File: src/design/ubt_pkg.sv
// shared types and constants for the uart block transmitter
package ubt_pkg;

	localparam int unsigned BUFFER_DEPTH_DEF = 128;
	localparam logic [7:0] COMPARE_RESET = 8'd208;
	localparam logic [3:0] FRAME_LEN = 4'd10;

	localparam logic CMD_TICK = 1'b0;
	localparam logic CMD_LOAD = 1'b1;

	typedef struct packed {
		logic       is_load;
		logic       is_last;
		logic [7:0] data;
	} q_item_t;

	typedef struct packed {
		logic tx_line;
		logic busy;
		logic refused;
		logic done;
	} res_t;

	typedef enum logic [2:0] {
		ST_EXEC  = 3'b001,
		ST_FETCH = 3'b010,
		ST_LOAD  = 3'b100
	} back_state_t;

endpackage

File: src/design/ubt_ram.sv
// generic single-port ram with registered read
module ubt_ram #(
	parameter int unsigned WIDTH = 8,
	parameter int unsigned DEPTH = ubt_pkg::BUFFER_DEPTH_DEF,
	localparam int unsigned AW = (DEPTH > 1) ? $clog2(DEPTH) : 1
) (
	input  logic             clk,
	input  logic             en,
	input  logic             we,
	input  logic [AW-1:0]    addr,
	input  logic [WIDTH-1:0] wdata,
	output logic [WIDTH-1:0] rdata
);

	logic [WIDTH-1:0] mem_q [DEPTH];

	always_ff @(posedge clk) begin
		if (en) begin
			if (we) begin
				mem_q[addr] <= wdata;
			end else begin
				rdata <= mem_q[addr];
			end
		end
	end

endmodule

File: src/design/ubt_front.sv
// input side: accepts items, classifies them and queues them for the back end
module ubt_front (
	input  logic             clk,
	input  logic             arst_n,
	input  logic             in_valid,
	output logic             in_ready,
	input  logic             cmd,
	input  logic [7:0]       data_byte,
	input  logic             last_byte,
	output logic             q_valid,
	output ubt_pkg::q_item_t q_item,
	input  logic             q_pop
);

	ubt_pkg::q_item_t slot_q [2];
	logic             wr_ptr_q;
	logic             rd_ptr_q;
	logic [1:0]       count_q;
	logic             push;
	ubt_pkg::q_item_t new_item;

	assign in_ready = (count_q != 2'd2);
	assign push     = in_valid && in_ready;
	assign q_valid  = (count_q != 2'd0);
	assign q_item   = slot_q[rd_ptr_q];

	always_comb begin
		new_item.is_load = (cmd == ubt_pkg::CMD_LOAD);
		new_item.is_last = (cmd == ubt_pkg::CMD_LOAD) && last_byte;
		new_item.data    = data_byte;
	end

	always_ff @(posedge clk) begin
		if (push) begin
			slot_q[wr_ptr_q] <= new_item;
		end
	end

	always_ff @(posedge clk or negedge arst_n) begin
		if (!arst_n) begin
			wr_ptr_q <= 1'b0;
			rd_ptr_q <= 1'b0;
			count_q  <= 2'd0;
		end else begin
			if (push) begin
				wr_ptr_q <= ~wr_ptr_q;
			end
			if (q_pop) begin
				rd_ptr_q <= ~rd_ptr_q;
			end
			case ({push, q_pop})
				2'b10:   count_q <= count_q + 2'd1;
				2'b01:   count_q <= count_q - 2'd1;
				default: count_q <= count_q;
			endcase
		end
	end

endmodule

File: src/design/ubt_back.sv
// back end: block buffer, bit timer and frame shifter
module ubt_back #(
	parameter int unsigned BUFFER_DEPTH = ubt_pkg::BUFFER_DEPTH_DEF,
	localparam int unsigned AW = (BUFFER_DEPTH > 1) ? $clog2(BUFFER_DEPTH) : 1,
	localparam int unsigned CW = $clog2(BUFFER_DEPTH + 1)
) (
	input  logic             clk,
	input  logic             arst_n,
	input  logic             q_valid,
	input  ubt_pkg::q_item_t q_item,
	output logic             q_pop,
	input  logic             cfg_we,
	input  logic [7:0]       cfg_wdata,
	output logic             res_valid,
	input  logic             res_ready,
	output ubt_pkg::res_t    res
);

	ubt_pkg::back_state_t state_q;
	logic [7:0]    compare_q;
	logic [CW-1:0] fill_q;
	logic [CW-1:0] read_idx_q;
	logic [9:0]    frame_q;
	logic [3:0]    bit_idx_q;
	logic [7:0]    tick_q;
	logic          sending_q;
	logic          line_q;
	logic          pend_ref_q;
	logic          res_valid_q;
	ubt_pkg::res_t res_q;

	logic          slot_free;
	logic          go;
	logic          ram_en;
	logic          ram_we;
	logic [AW-1:0] ram_addr;
	logic [7:0]    ram_rdata;
	logic          has_room;
	logic          match;
	logic [3:0]    bit_next;
	logic [9:0]    frame_shift;

	assign slot_free   = !res_valid_q || res_ready;
	assign go          = (state_q == ubt_pkg::ST_EXEC) && q_valid && slot_free;
	assign q_pop       = go;
	assign res_valid   = res_valid_q;
	assign res         = res_q;
	assign has_room    = (fill_q < CW'(BUFFER_DEPTH));
	assign match       = (tick_q == compare_q);
	assign bit_next    = bit_idx_q + 4'd1;
	assign frame_shift = frame_q >> bit_idx_q;

	always_comb begin
		ram_en   = 1'b0;
		ram_we   = 1'b0;
		ram_addr = fill_q[AW-1:0];
		if (go && q_item.is_load && !sending_q && has_room) begin
			ram_en = 1'b1;
			ram_we = 1'b1;
		end else if (state_q == ubt_pkg::ST_FETCH) begin
			ram_en   = 1'b1;
			ram_addr = read_idx_q[AW-1:0];
		end
	end

	ubt_ram #(
		.WIDTH(8),
		.DEPTH(BUFFER_DEPTH)
	) u_buf (
		.clk  (clk),
		.en   (ram_en),
		.we   (ram_we),
		.addr (ram_addr),
		.wdata(q_item.data),
		.rdata(ram_rdata)
	);

	always_ff @(posedge clk) begin
		if (state_q == ubt_pkg::ST_LOAD) begin
			frame_q <= {1'b1, ram_rdata, 1'b0};
		end
	end

	always_ff @(posedge clk or negedge arst_n) begin
		if (!arst_n) begin
			state_q     <= ubt_pkg::ST_EXEC;
			compare_q   <= ubt_pkg::COMPARE_RESET;
			fill_q      <= '0;
			read_idx_q  <= '0;
			bit_idx_q   <= '0;
			tick_q      <= '0;
			sending_q   <= 1'b0;
			line_q      <= 1'b1;
			pend_ref_q  <= 1'b0;
			res_valid_q <= 1'b0;
			res_q       <= '0;
		end else begin
			if (cfg_we) begin
				compare_q <= cfg_wdata;
			end
			if (res_valid_q && res_ready) begin
				res_valid_q <= 1'b0;
			end
			case (state_q)
				ubt_pkg::ST_EXEC: begin
					if (go) begin
						if (q_item.is_load) begin
							if (sending_q) begin
								res_q       <= '{tx_line: line_q, busy: 1'b1,
									refused: 1'b1, done: 1'b0};
								res_valid_q <= 1'b1;
							end else begin
								if (has_room) begin
									fill_q <= fill_q + CW'(1);
								end
								if (q_item.is_last) begin
									read_idx_q <= '0;
									sending_q  <= 1'b1;
									pend_ref_q <= !has_room;
									state_q    <= ubt_pkg::ST_FETCH;
								end else begin
									res_q       <= '{tx_line: line_q, busy: 1'b0,
										refused: !has_room, done: 1'b0};
									res_valid_q <= 1'b1;
								end
							end
						end else if (sending_q && match) begin
							tick_q    <= '0;
							line_q    <= frame_shift[0];
							bit_idx_q <= bit_next;
							if (bit_next >= ubt_pkg::FRAME_LEN) begin
								if (read_idx_q < fill_q) begin
									pend_ref_q <= 1'b0;
									state_q    <= ubt_pkg::ST_FETCH;
								end else begin
									sending_q   <= 1'b0;
									fill_q      <= '0;
									read_idx_q  <= '0;
									bit_idx_q   <= '0;
									res_q       <= '{tx_line: frame_shift[0], busy: 1'b0,
										refused: 1'b0, done: 1'b1};
									res_valid_q <= 1'b1;
								end
							end else begin
								res_q       <= '{tx_line: frame_shift[0], busy: 1'b1,
									refused: 1'b0, done: 1'b0};
								res_valid_q <= 1'b1;
							end
						end else begin
							if (sending_q) begin
								tick_q <= tick_q + 8'd1;
							end
							res_q       <= '{tx_line: line_q, busy: sending_q,
								refused: 1'b0, done: 1'b0};
							res_valid_q <= 1'b1;
						end
					end
				end
				ubt_pkg::ST_FETCH: begin
					state_q <= ubt_pkg::ST_LOAD;
				end
				ubt_pkg::ST_LOAD: begin
					read_idx_q  <= read_idx_q + CW'(1);
					bit_idx_q   <= '0;
					tick_q      <= '0;
					res_q       <= '{tx_line: line_q, busy: 1'b1,
						refused: pend_ref_q, done: 1'b0};
					res_valid_q <= 1'b1;
					state_q     <= ubt_pkg::ST_EXEC;
				end
				default: begin
					state_q <= ubt_pkg::ST_EXEC;
				end
			endcase
		end
	end

endmodule

File: src/design/uart_block_transmitter_unit.sv
// top level of the uart block transmitter
// Each transfer on the input is either one prescaled timer tick or one byte load; every item
// yields exactly one result with the line level, busy, refused and block_done flags. A
// two-entry queue decouples input from the execution side. Ticks and plain loads finish
// in the execution state alone, so with a ready consumer one item per cycle is sustained. A
// load marked last, and a tick that finishes a byte while more bytes wait, go through FETCH
// and LOAD, where the registered read of the single-port block buffer fetches the next byte.
// The buffer holds BUFFER_DEPTH bytes; loads beyond it, or while busy, are flagged refused.
// compare_value is written through cfg_we/cfg_wdata and resets to 208.
module uart_block_transmitter_unit #(
	parameter int unsigned BUFFER_DEPTH = ubt_pkg::BUFFER_DEPTH_DEF
) (
	input  logic       clk,
	input  logic       arst_n,
	input  logic       in_valid,
	output logic       in_ready,
	input  logic       cmd,
	input  logic [7:0] data_byte,
	input  logic       last_byte,
	output logic       out_valid,
	input  logic       out_ready,
	output logic       tx_line,
	output logic       busy_res,
	output logic       refused,
	output logic       block_done,
	input  logic       cfg_we,
	input  logic [7:0] cfg_wdata
);

	logic             q_valid;
	logic             q_pop;
	ubt_pkg::q_item_t q_item;
	ubt_pkg::res_t    res;

	ubt_front u_front (
		.clk      (clk),
		.arst_n   (arst_n),
		.in_valid (in_valid),
		.in_ready (in_ready),
		.cmd      (cmd),
		.data_byte(data_byte),
		.last_byte(last_byte),
		.q_valid  (q_valid),
		.q_item   (q_item),
		.q_pop    (q_pop)
	);

	ubt_back #(
		.BUFFER_DEPTH(BUFFER_DEPTH)
	) u_back (
		.clk      (clk),
		.arst_n   (arst_n),
		.q_valid  (q_valid),
		.q_item   (q_item),
		.q_pop    (q_pop),
		.cfg_we   (cfg_we),
		.cfg_wdata(cfg_wdata),
		.res_valid(out_valid),
		.res_ready(out_ready),
		.res      (res)
	);

	assign tx_line    = res.tx_line;
	assign busy_res   = res.busy;
	assign refused    = res.refused;
	assign block_done = res.done;

endmodule

File: config.mk
export PLATFORM = sky130hd
export DESIGN_NAME = uart_block_transmitter_unit
export DESIGN_NICKNAME = d
export VERILOG_FILES = /design/src/design/ubt_pkg.sv /design/src/design/ubt_ram.sv /design/src/design/ubt_front.sv /design/src/design/ubt_back.sv /design/src/design/uart_block_transmitter_unit.sv
export SDC_FILE = /design/constraint.sdc
export NUM_CORES = 1
export LEC_CHECK = 0
export BUFFER_PORTS_ARGS = -buffer_cell sky130_fd_sc_hd__buf_2
export CORE_ASPECT_RATIO = 0.8
export CORE_MARGIN = 2
export CORE_UTILIZATION = 38
export DETAILED_ROUTE_END_ITERATION = 10
export SLEW_MARGIN = 20
export SYNTH_ARGS = -nofsm -noshare
export SYNTH_HDL_FRONTEND = slang
export SYNTH_SLANG_ARGS = --single-unit
File: constraint.sdc
create_clock -name clk -period 3.6 [get_ports clk]
set_input_delay 0.54 -clock clk [delete_from_list [all_inputs] [get_ports clk]]
set_output_delay 0.54 -clock clk [all_outputs]
set_load 0.02 [all_outputs]
**Word-level counts from Yosys, hierarchy flattened**

Memories as Yosys holds them, arrays and structs flattened. A register that Yosys moved wholly into a read port is not among the register bits.
Index checks and enable logic that the tools add are counted.

- Bits in registers: 59
- Memories: 2
- Output and inout bits: 6
- Memory bits (writable): 1044
- Bits of input ports: 23

- Mux-type cells: 70
- Equal/unequal tests: 23
- $add $sub $neg: 6
- $lt $le $gt $ge: 3
- Bitwise logic cells: 4
- Reductions and logical operators: 29
- Shift-type cells: 1

Memory list:

| name | depth | width | rd ports | clocked after memory_dff | write ports | line | text |
|---|---|---|---|---|---|---|---|
| u_back.u_buf.mem_q | 128 | 8 | 1 | 1 | 1 | ubt_ram.sv:15 | `logic [WIDTH-1:0] mem_q [DEPTH];` |
| u_front.slot_q | 2 | 10 | 1 | 0 | 1 | ubt_front.sv:15 | `ubt_pkg::q_item_t slot_q [2];` |

Operators with widths:

| operator | number |
|---|---|
| 8-bit two-way mux | 14 |
| 4-bit two-way mux | 12 |
| 8-bit case mux with 2 select lines | 2 |
| 1-bit two-way mux | 28 |
| 8-bit by 1-bit adder with 8-bit output (second input constant) | 3 |
| 3-bit two-way mux | 7 |
| 7-bit AND reduction | 3 |
| 4-bit case mux with 2 select lines | 2 |
| 4-bit AND reduction | 4 |
| 3-bit by 2-bit inequality test with 1-bit output (second input constant) | 5 |
| 7-bit two-way mux | 2 |
| 2-bit inequality test (second input constant) | 6 |
| 2-bit nonzero test | 6 |
| 10-bit by 4-bit right shift with 1-bit output | 1 |
| 1-bit logical AND | 9 |
| 8-bit equality test | 1 |
| 8-bit less-than comparator | 1 |
| 8-bit less-than comparator (second input constant) | 1 |
| 3-bit inequality test (second input constant) | 2 |
| 3-bit case mux with 2 select lines | 1 |
| 6-bit AND reduction | 1 |
| 5-bit by 4-bit inequality test with 1-bit output (second input constant) | 1 |
| 5-bit AND reduction | 1 |
| 4-bit by 1-bit adder with 4-bit output (second input constant) | 1 |
| 16 further kinds | 22 |

**Depth between registers and ports, before layout**

- Depth after elaboration: 10
- Gate-level depth with buffers: 14

**Hierarchy**

A second synthesis with hierarchy kept.

- Cells, all modules: 2814
- Area, all modules: 44452.6 um^2

By module, submodules not included:

| module | instances | cells an instance | area each (um^2) |
|---|---|---|---|
| ubt_ram | 1 | 2468 | 40537.6 |
| ubt_back | 1 | 298 | 2996.6 |
| ubt_front | 1 | 48 | 918.4 |

**Worst setup path after synthesis**

OpenSTA, ideal clock, no wires.

- Path type: register to register
- Start: register u_back.state_q[0]
- End: memory u_back.u_buf.mem_q[16][0], enable pin
- Library setup time: 370 ps
- Period minus slack after synthesis: 3243 ps
- Stages on the path, launching flop included: 11
- Arrival time: 2873 ps
- Buffers on the path: 5
- Path slack: 357 ps
- Cell sequence: dfstp_2 -> or3b_1 -> buf_6 -> inv_4 -> mux2i_1 -> clkbuf_1 -> clkbuf_1 -> buf_1 -> nand4_1 -> clkbuf_1 -> nor2_1

- Cells in the longest elaborated chain, start to end: 10
- Elaborated cells between the ends (all ways): 15
- Those cells by class: 2 x eq/ne; 8 x mux; 5 x reduce/logical

Ends and longest elaborated chain:

| element | line | text |
|---|---|---|
| start, declared | ubt_back.sv:19 | `ubt_pkg::back_state_t state_q;` |
| start signal, assigned | ubt_back.sv:86 | `state_q <= ubt_pkg::ST_EXEC;` |
| start signal, assigned | ubt_back.sv:120 | `state_q <= ubt_pkg::ST_FETCH;` |
| start signal, assigned | ubt_back.sv:134 | `state_q <= ubt_pkg::ST_FETCH;` |
| 3-bit by 1-bit equality test with 1-bit output | ubt_back.sv:44 | `assign go = (state_q == ubt_pkg::ST_EXEC) && q_valid && slot_free;` |
| 1-bit logical AND (2 in series) | ubt_back.sv:44 |  |
| 1-bit logical AND (3 in series) | ubt_back.sv:57 | `if (go && q_item.is_load && !sending_q && has_room) begin` |
| 1-bit two-way mux | ubt_back.sv:57 |  |
| 1-bit two-way mux | ubt_ram.sv:19 | `if (we) begin` |
| 1-bit two-way mux | ubt_ram.sv:18 | `if (en) begin` |
| 1-bit two-way mux (not written as such) | ubt_ram.sv:20 | `mem_q[addr] <= wdata;` |
| end, declared | ubt_ram.sv:15 |  |

Several ways; a longest one is shown, not always the timed one.

**Worst setup path in the final report**

- Start: register u_back.state_q[2]
- End: register u_back.u_buf.rdata[6] (read register of u_back.u_buf.mem_q) (data pin)

- Cells in the longest elaborated chain, start to end: 9
- Elaborated cells between the ends (all ways): 14
- Those cells by class: 2 x eq/ne; 5 x mux; 1 x bitwise; 6 x reduce/logical

Ends and longest elaborated chain:

| element | line | text |
|---|---|---|
| 3-bit by 1-bit equality test with 1-bit output | ubt_back.sv:44 |  |
| 1-bit logical AND (2 in series) | ubt_back.sv:44 |  |
| 1-bit logical AND (3 in series) | ubt_back.sv:57 |  |
| 1-bit two-way mux | ubt_back.sv:57 |  |
| 1-bit inverter (no line) | -- |  |
| 2-bit AND reduction (no line) | -- |  |
| end, declared | ubt_ram.sv:12 | `output logic [WIDTH-1:0] rdata` |

Several ways; a longest one is shown, not always the timed one.
A chain may end at the register's enable or synchronous reset.

==> results.cfg <==
[outcome]
outcome = finished clean

[timing]
timing.slew.headroom_pct = 35.0
holdWs_ps = 46.0
period_minus_slack_ps = 3550
period_share_pct = 98.6
skew_ps = 29.7
worst_pin_slew_ps = 972
final_hold_viol_count = 0
finalSetupViolCount = 0
drv_slew = 0
fin_ws_ps = 49.6
clock.fmax_mhz = 282
rsz0062_at_grt = true

[drt]
via_per_inst = 5.54
via_count = 24200
drt_iter0_drc = 2830
detail_route.wirelength_um = 112000
wl_per_cell_um = 25.6
firstDrtPassIters = 8
route.detailed.drc = 0
drtAntennaViolNets = 0

[placed_design]
dp_hpwl_um = 71800
gp_congestion = 0.883
portBuffers = 28
dp_slack_ps = -187

[global_routing]
antenna_found_initial = 3
overflow = 0
grt_max_degree = 113
globalRouteTotalUtil_pct = 19.0
grt_pass1_vias = 24300
grt_pass1_wl_um = 164000

[clock_network]
cts_tree = yes
cts_root_buf = clkbuf_16
clk_pin_slew_ps = 70
cts-buffers-inserted = 105
cts_buffer_depth = 3
htree_levels = 3
clock_latency_ps = 720
numClockSinks = 1111

[min_path]
hold_class = primary input to flip-flop

[power_and_ir_drop]
p_seq_share_pct = 53.3
power.internal_uw = 22900
power_density_mw_per_mm2 = 587
ir_drop_mv = 0.840
power_switching_share_pct = 24.2
power.total_uw = 30200
pwr-share-comb_pct = 9.2
power.switching_uw = 7300
leakagePower_uw = 0.0173
clock_power_share_pct = 37.6

[critical_path]
cp.required_ps = 4050
crit_type = flip-flop to flip-flop
crit_fanout = 15
worstSetupStartpointType = flip-flop
endpoint_kind = flip-flop
arrival_ps = 4000
r2r_slack_ps = 50

[synth]
synth_area_mm2 = 0.0435
synthCells = 2449
ys_seq_area_share_pct = 76.1
avgSynthCellArea_um2 = 17.8
yosys_warnings = 0
synth_nets = 2485
synth_cell_types = 52
synth_edf_count = 1060
synthFlopType = edfxtp_1
ys_async_sr_fraction_pct = 4.59
synth-seq-cells = 1111

[cells_and_area]
layout_common_cells = edfxtp_1 (1,060), nand2_1 (310), buf_4 (253), mux4_2 (183), nor2_1 (165)
final_util_pct = 45.1
areaGrowthSynthToFinish_pct = 18.1
layout.nets = 2787
mostFrequentLayoutCell = edfxtp_1
drive_gt1_share_pct = 25.5
n_antenna_cell = 0

[floorplan]
chipHeight_um = 307
row_count = 111
dieArea_mm2 = 0.117
start_util_pct = 38.2
pin_count = 29
core_mm2 = 0.114
fp.dieW_um = 382

[job]
drv_cap = 0
-- cell type report --
cell class                 count  area [um^2]
multi-input combinational   1195         9970
fill                        9649        62700
clock buffer                 126         2780
inverter                      15         58.8
tap                         1525         1910
sequential                  1111        33100
timing repair buffer         323         2820
clock inverter                66          728
-- worst paths after layout --
kind,from,depth (start not counted),endpoint
min reg2reg,u_back.u_buf.rdata[2],0,u_back.frame_q[3]
min,data_byte[1],1,u_front.slot_q[0][1]
min in group asynchronous,arst_n,2,u_front.rd_ptr_q
max reg2reg,u_back.state_q[2],13,u_back.u_buf.rdata[6]
max in group asynchronous,arst_n,3,u_back.state_q[0]
max,u_back.state_q[2],13,u_back.u_buf.rdata[6]
-- Yosys cell counts, types with 5 or more instances --
cell type | n | share of area [%]
buf_1 | 15 | 0.13
and3_1 | 6 | 0.086
nand4_1 | 46 | 0.66
a22oi_1 | 86 | 1.5
nor4_1 | 18 | 0.26
and4_1 | 7 | 0.14
a21oi_1 | 88 | 1.0
dfstp_2 | 5 | 0.30
inv_1 | 14 | 0.12
dfrtp_1 | 46 | 2.6
nor3_1 | 7 | 0.080
o21ai_0 | 33 | 0.38
ha_1 | 13 | 0.37
buf_2 | 43 | 0.49
nand3_1 | 34 | 0.39
xnor2_1 | 13 | 0.26
mux4_2 | 183 | 9.5
a2111oi_0 | 14 | 0.28
a31oi_1 | 5 | 0.072
nor2_1 | 169 | 1.5
mux2i_1 | 42 | 0.97
clkbuf_1 | 64 | 0.55
nor3b_1 | 5 | 0.086
a21o_1 | 6 | 0.10
edfxtp_1 | 1060 | 73
o31ai_1 | 7 | 0.12
mux2_2 | 33 | 0.85
o22ai_1 | 9 | 0.13
xor2_1 | 15 | 0.30
nand3b_1 | 5 | 0.086
nand2_1 | 310 | 2.7
-- what timing repair did --
item / in CTS / in global routing
endpoints found under the setup margin: 30 / 56
pin swaps: 0 / 2
hold buffers: 6 / 0
resized for setup: 10 / 5
setup buffers: 0 / 7
hold endpoints to repair: 32 / 0
-- stage by stage --
step / setup TNS (ps) / instances / area [um^2]
floorplan: 0 / 2449 / 43500
global placement: -1760 / 4155 / 47700
detailed placement: -2110 / 4156 / 47700
CTS: 0 / 4354 / 51300
global route: -52.5 / 4361 / 51400
finish: 0 / 4361 / 51400
-- state kept, by name, summed over array words and instances, names as in the netlist, 2 cells and up --
| name | flops |
|---|---|
| u_back.bit_idx_q | 4 |
| u_back.compare_q | 8 |
| u_back.fill_q | 8 |
| u_back.frame_q | 8 |
| u_back.read_idx_q | 8 |
| u_back.res | 4 |
| u_back.state_q | 3 |
| u_back.tick_q | 8 |
| u_back.u_buf.mem_q | 1024 |
| u_back.u_buf.rdata | 8 |
| u_front.count_q | 2 |
| u_front.slot_q | 20 |
-- logic make-up after synthesis --
logic type | synth area share [%]
compound gates | 4.03
xor+xnor | 0.564
fa+ha+maj | 0.374
buf+inv | 1.45
flops | 76.1
mux | 11.3
simple gates | 6.21
-- per-layer routing --
| metal | wire, um | part of all wire (%) | GRT usage (%) | up-vias |
|---|---|---|---|---|
| met4 | 3520 | 3.2 | 6.13 | 4 |
| met1 | 48000 | 43 | 27.2 | 12500 |
| li1 | - | - | - | 10300 |
| met2 | 49400 | 44 | 28.0 | 1100 |
| met5 | 26 | 0.023 | 0 | - |
| met3 | 10800 | 9.7 | 5.65 | 214 |
-- power by group through the flow --
stage	Combinational (uW)	Clock (uW)	Sequential [uW]
floorplan	1280	0	16300
global placement	2640	0	16300
detailed placement	2800	0	16300
CTS	2810	11500	16100
global route	3010	12000	16100
finish	2760	11300	16100
-- worst max-delay path, cell delays in order (launching register included) --
cell      delay (ps)
dfrtp_1          420
or3b_4           420
inv_4            100
buf_4            150
mux2_8           460
buf_12           180
buf_4            190
mux2i_1          230
o22ai_1          130
a311oi_1         220
nand4_1          280
o22ai_2          310
buf_4            150
mux2i_1           50
No activity file was read; power rests on OpenSTA's default activity.
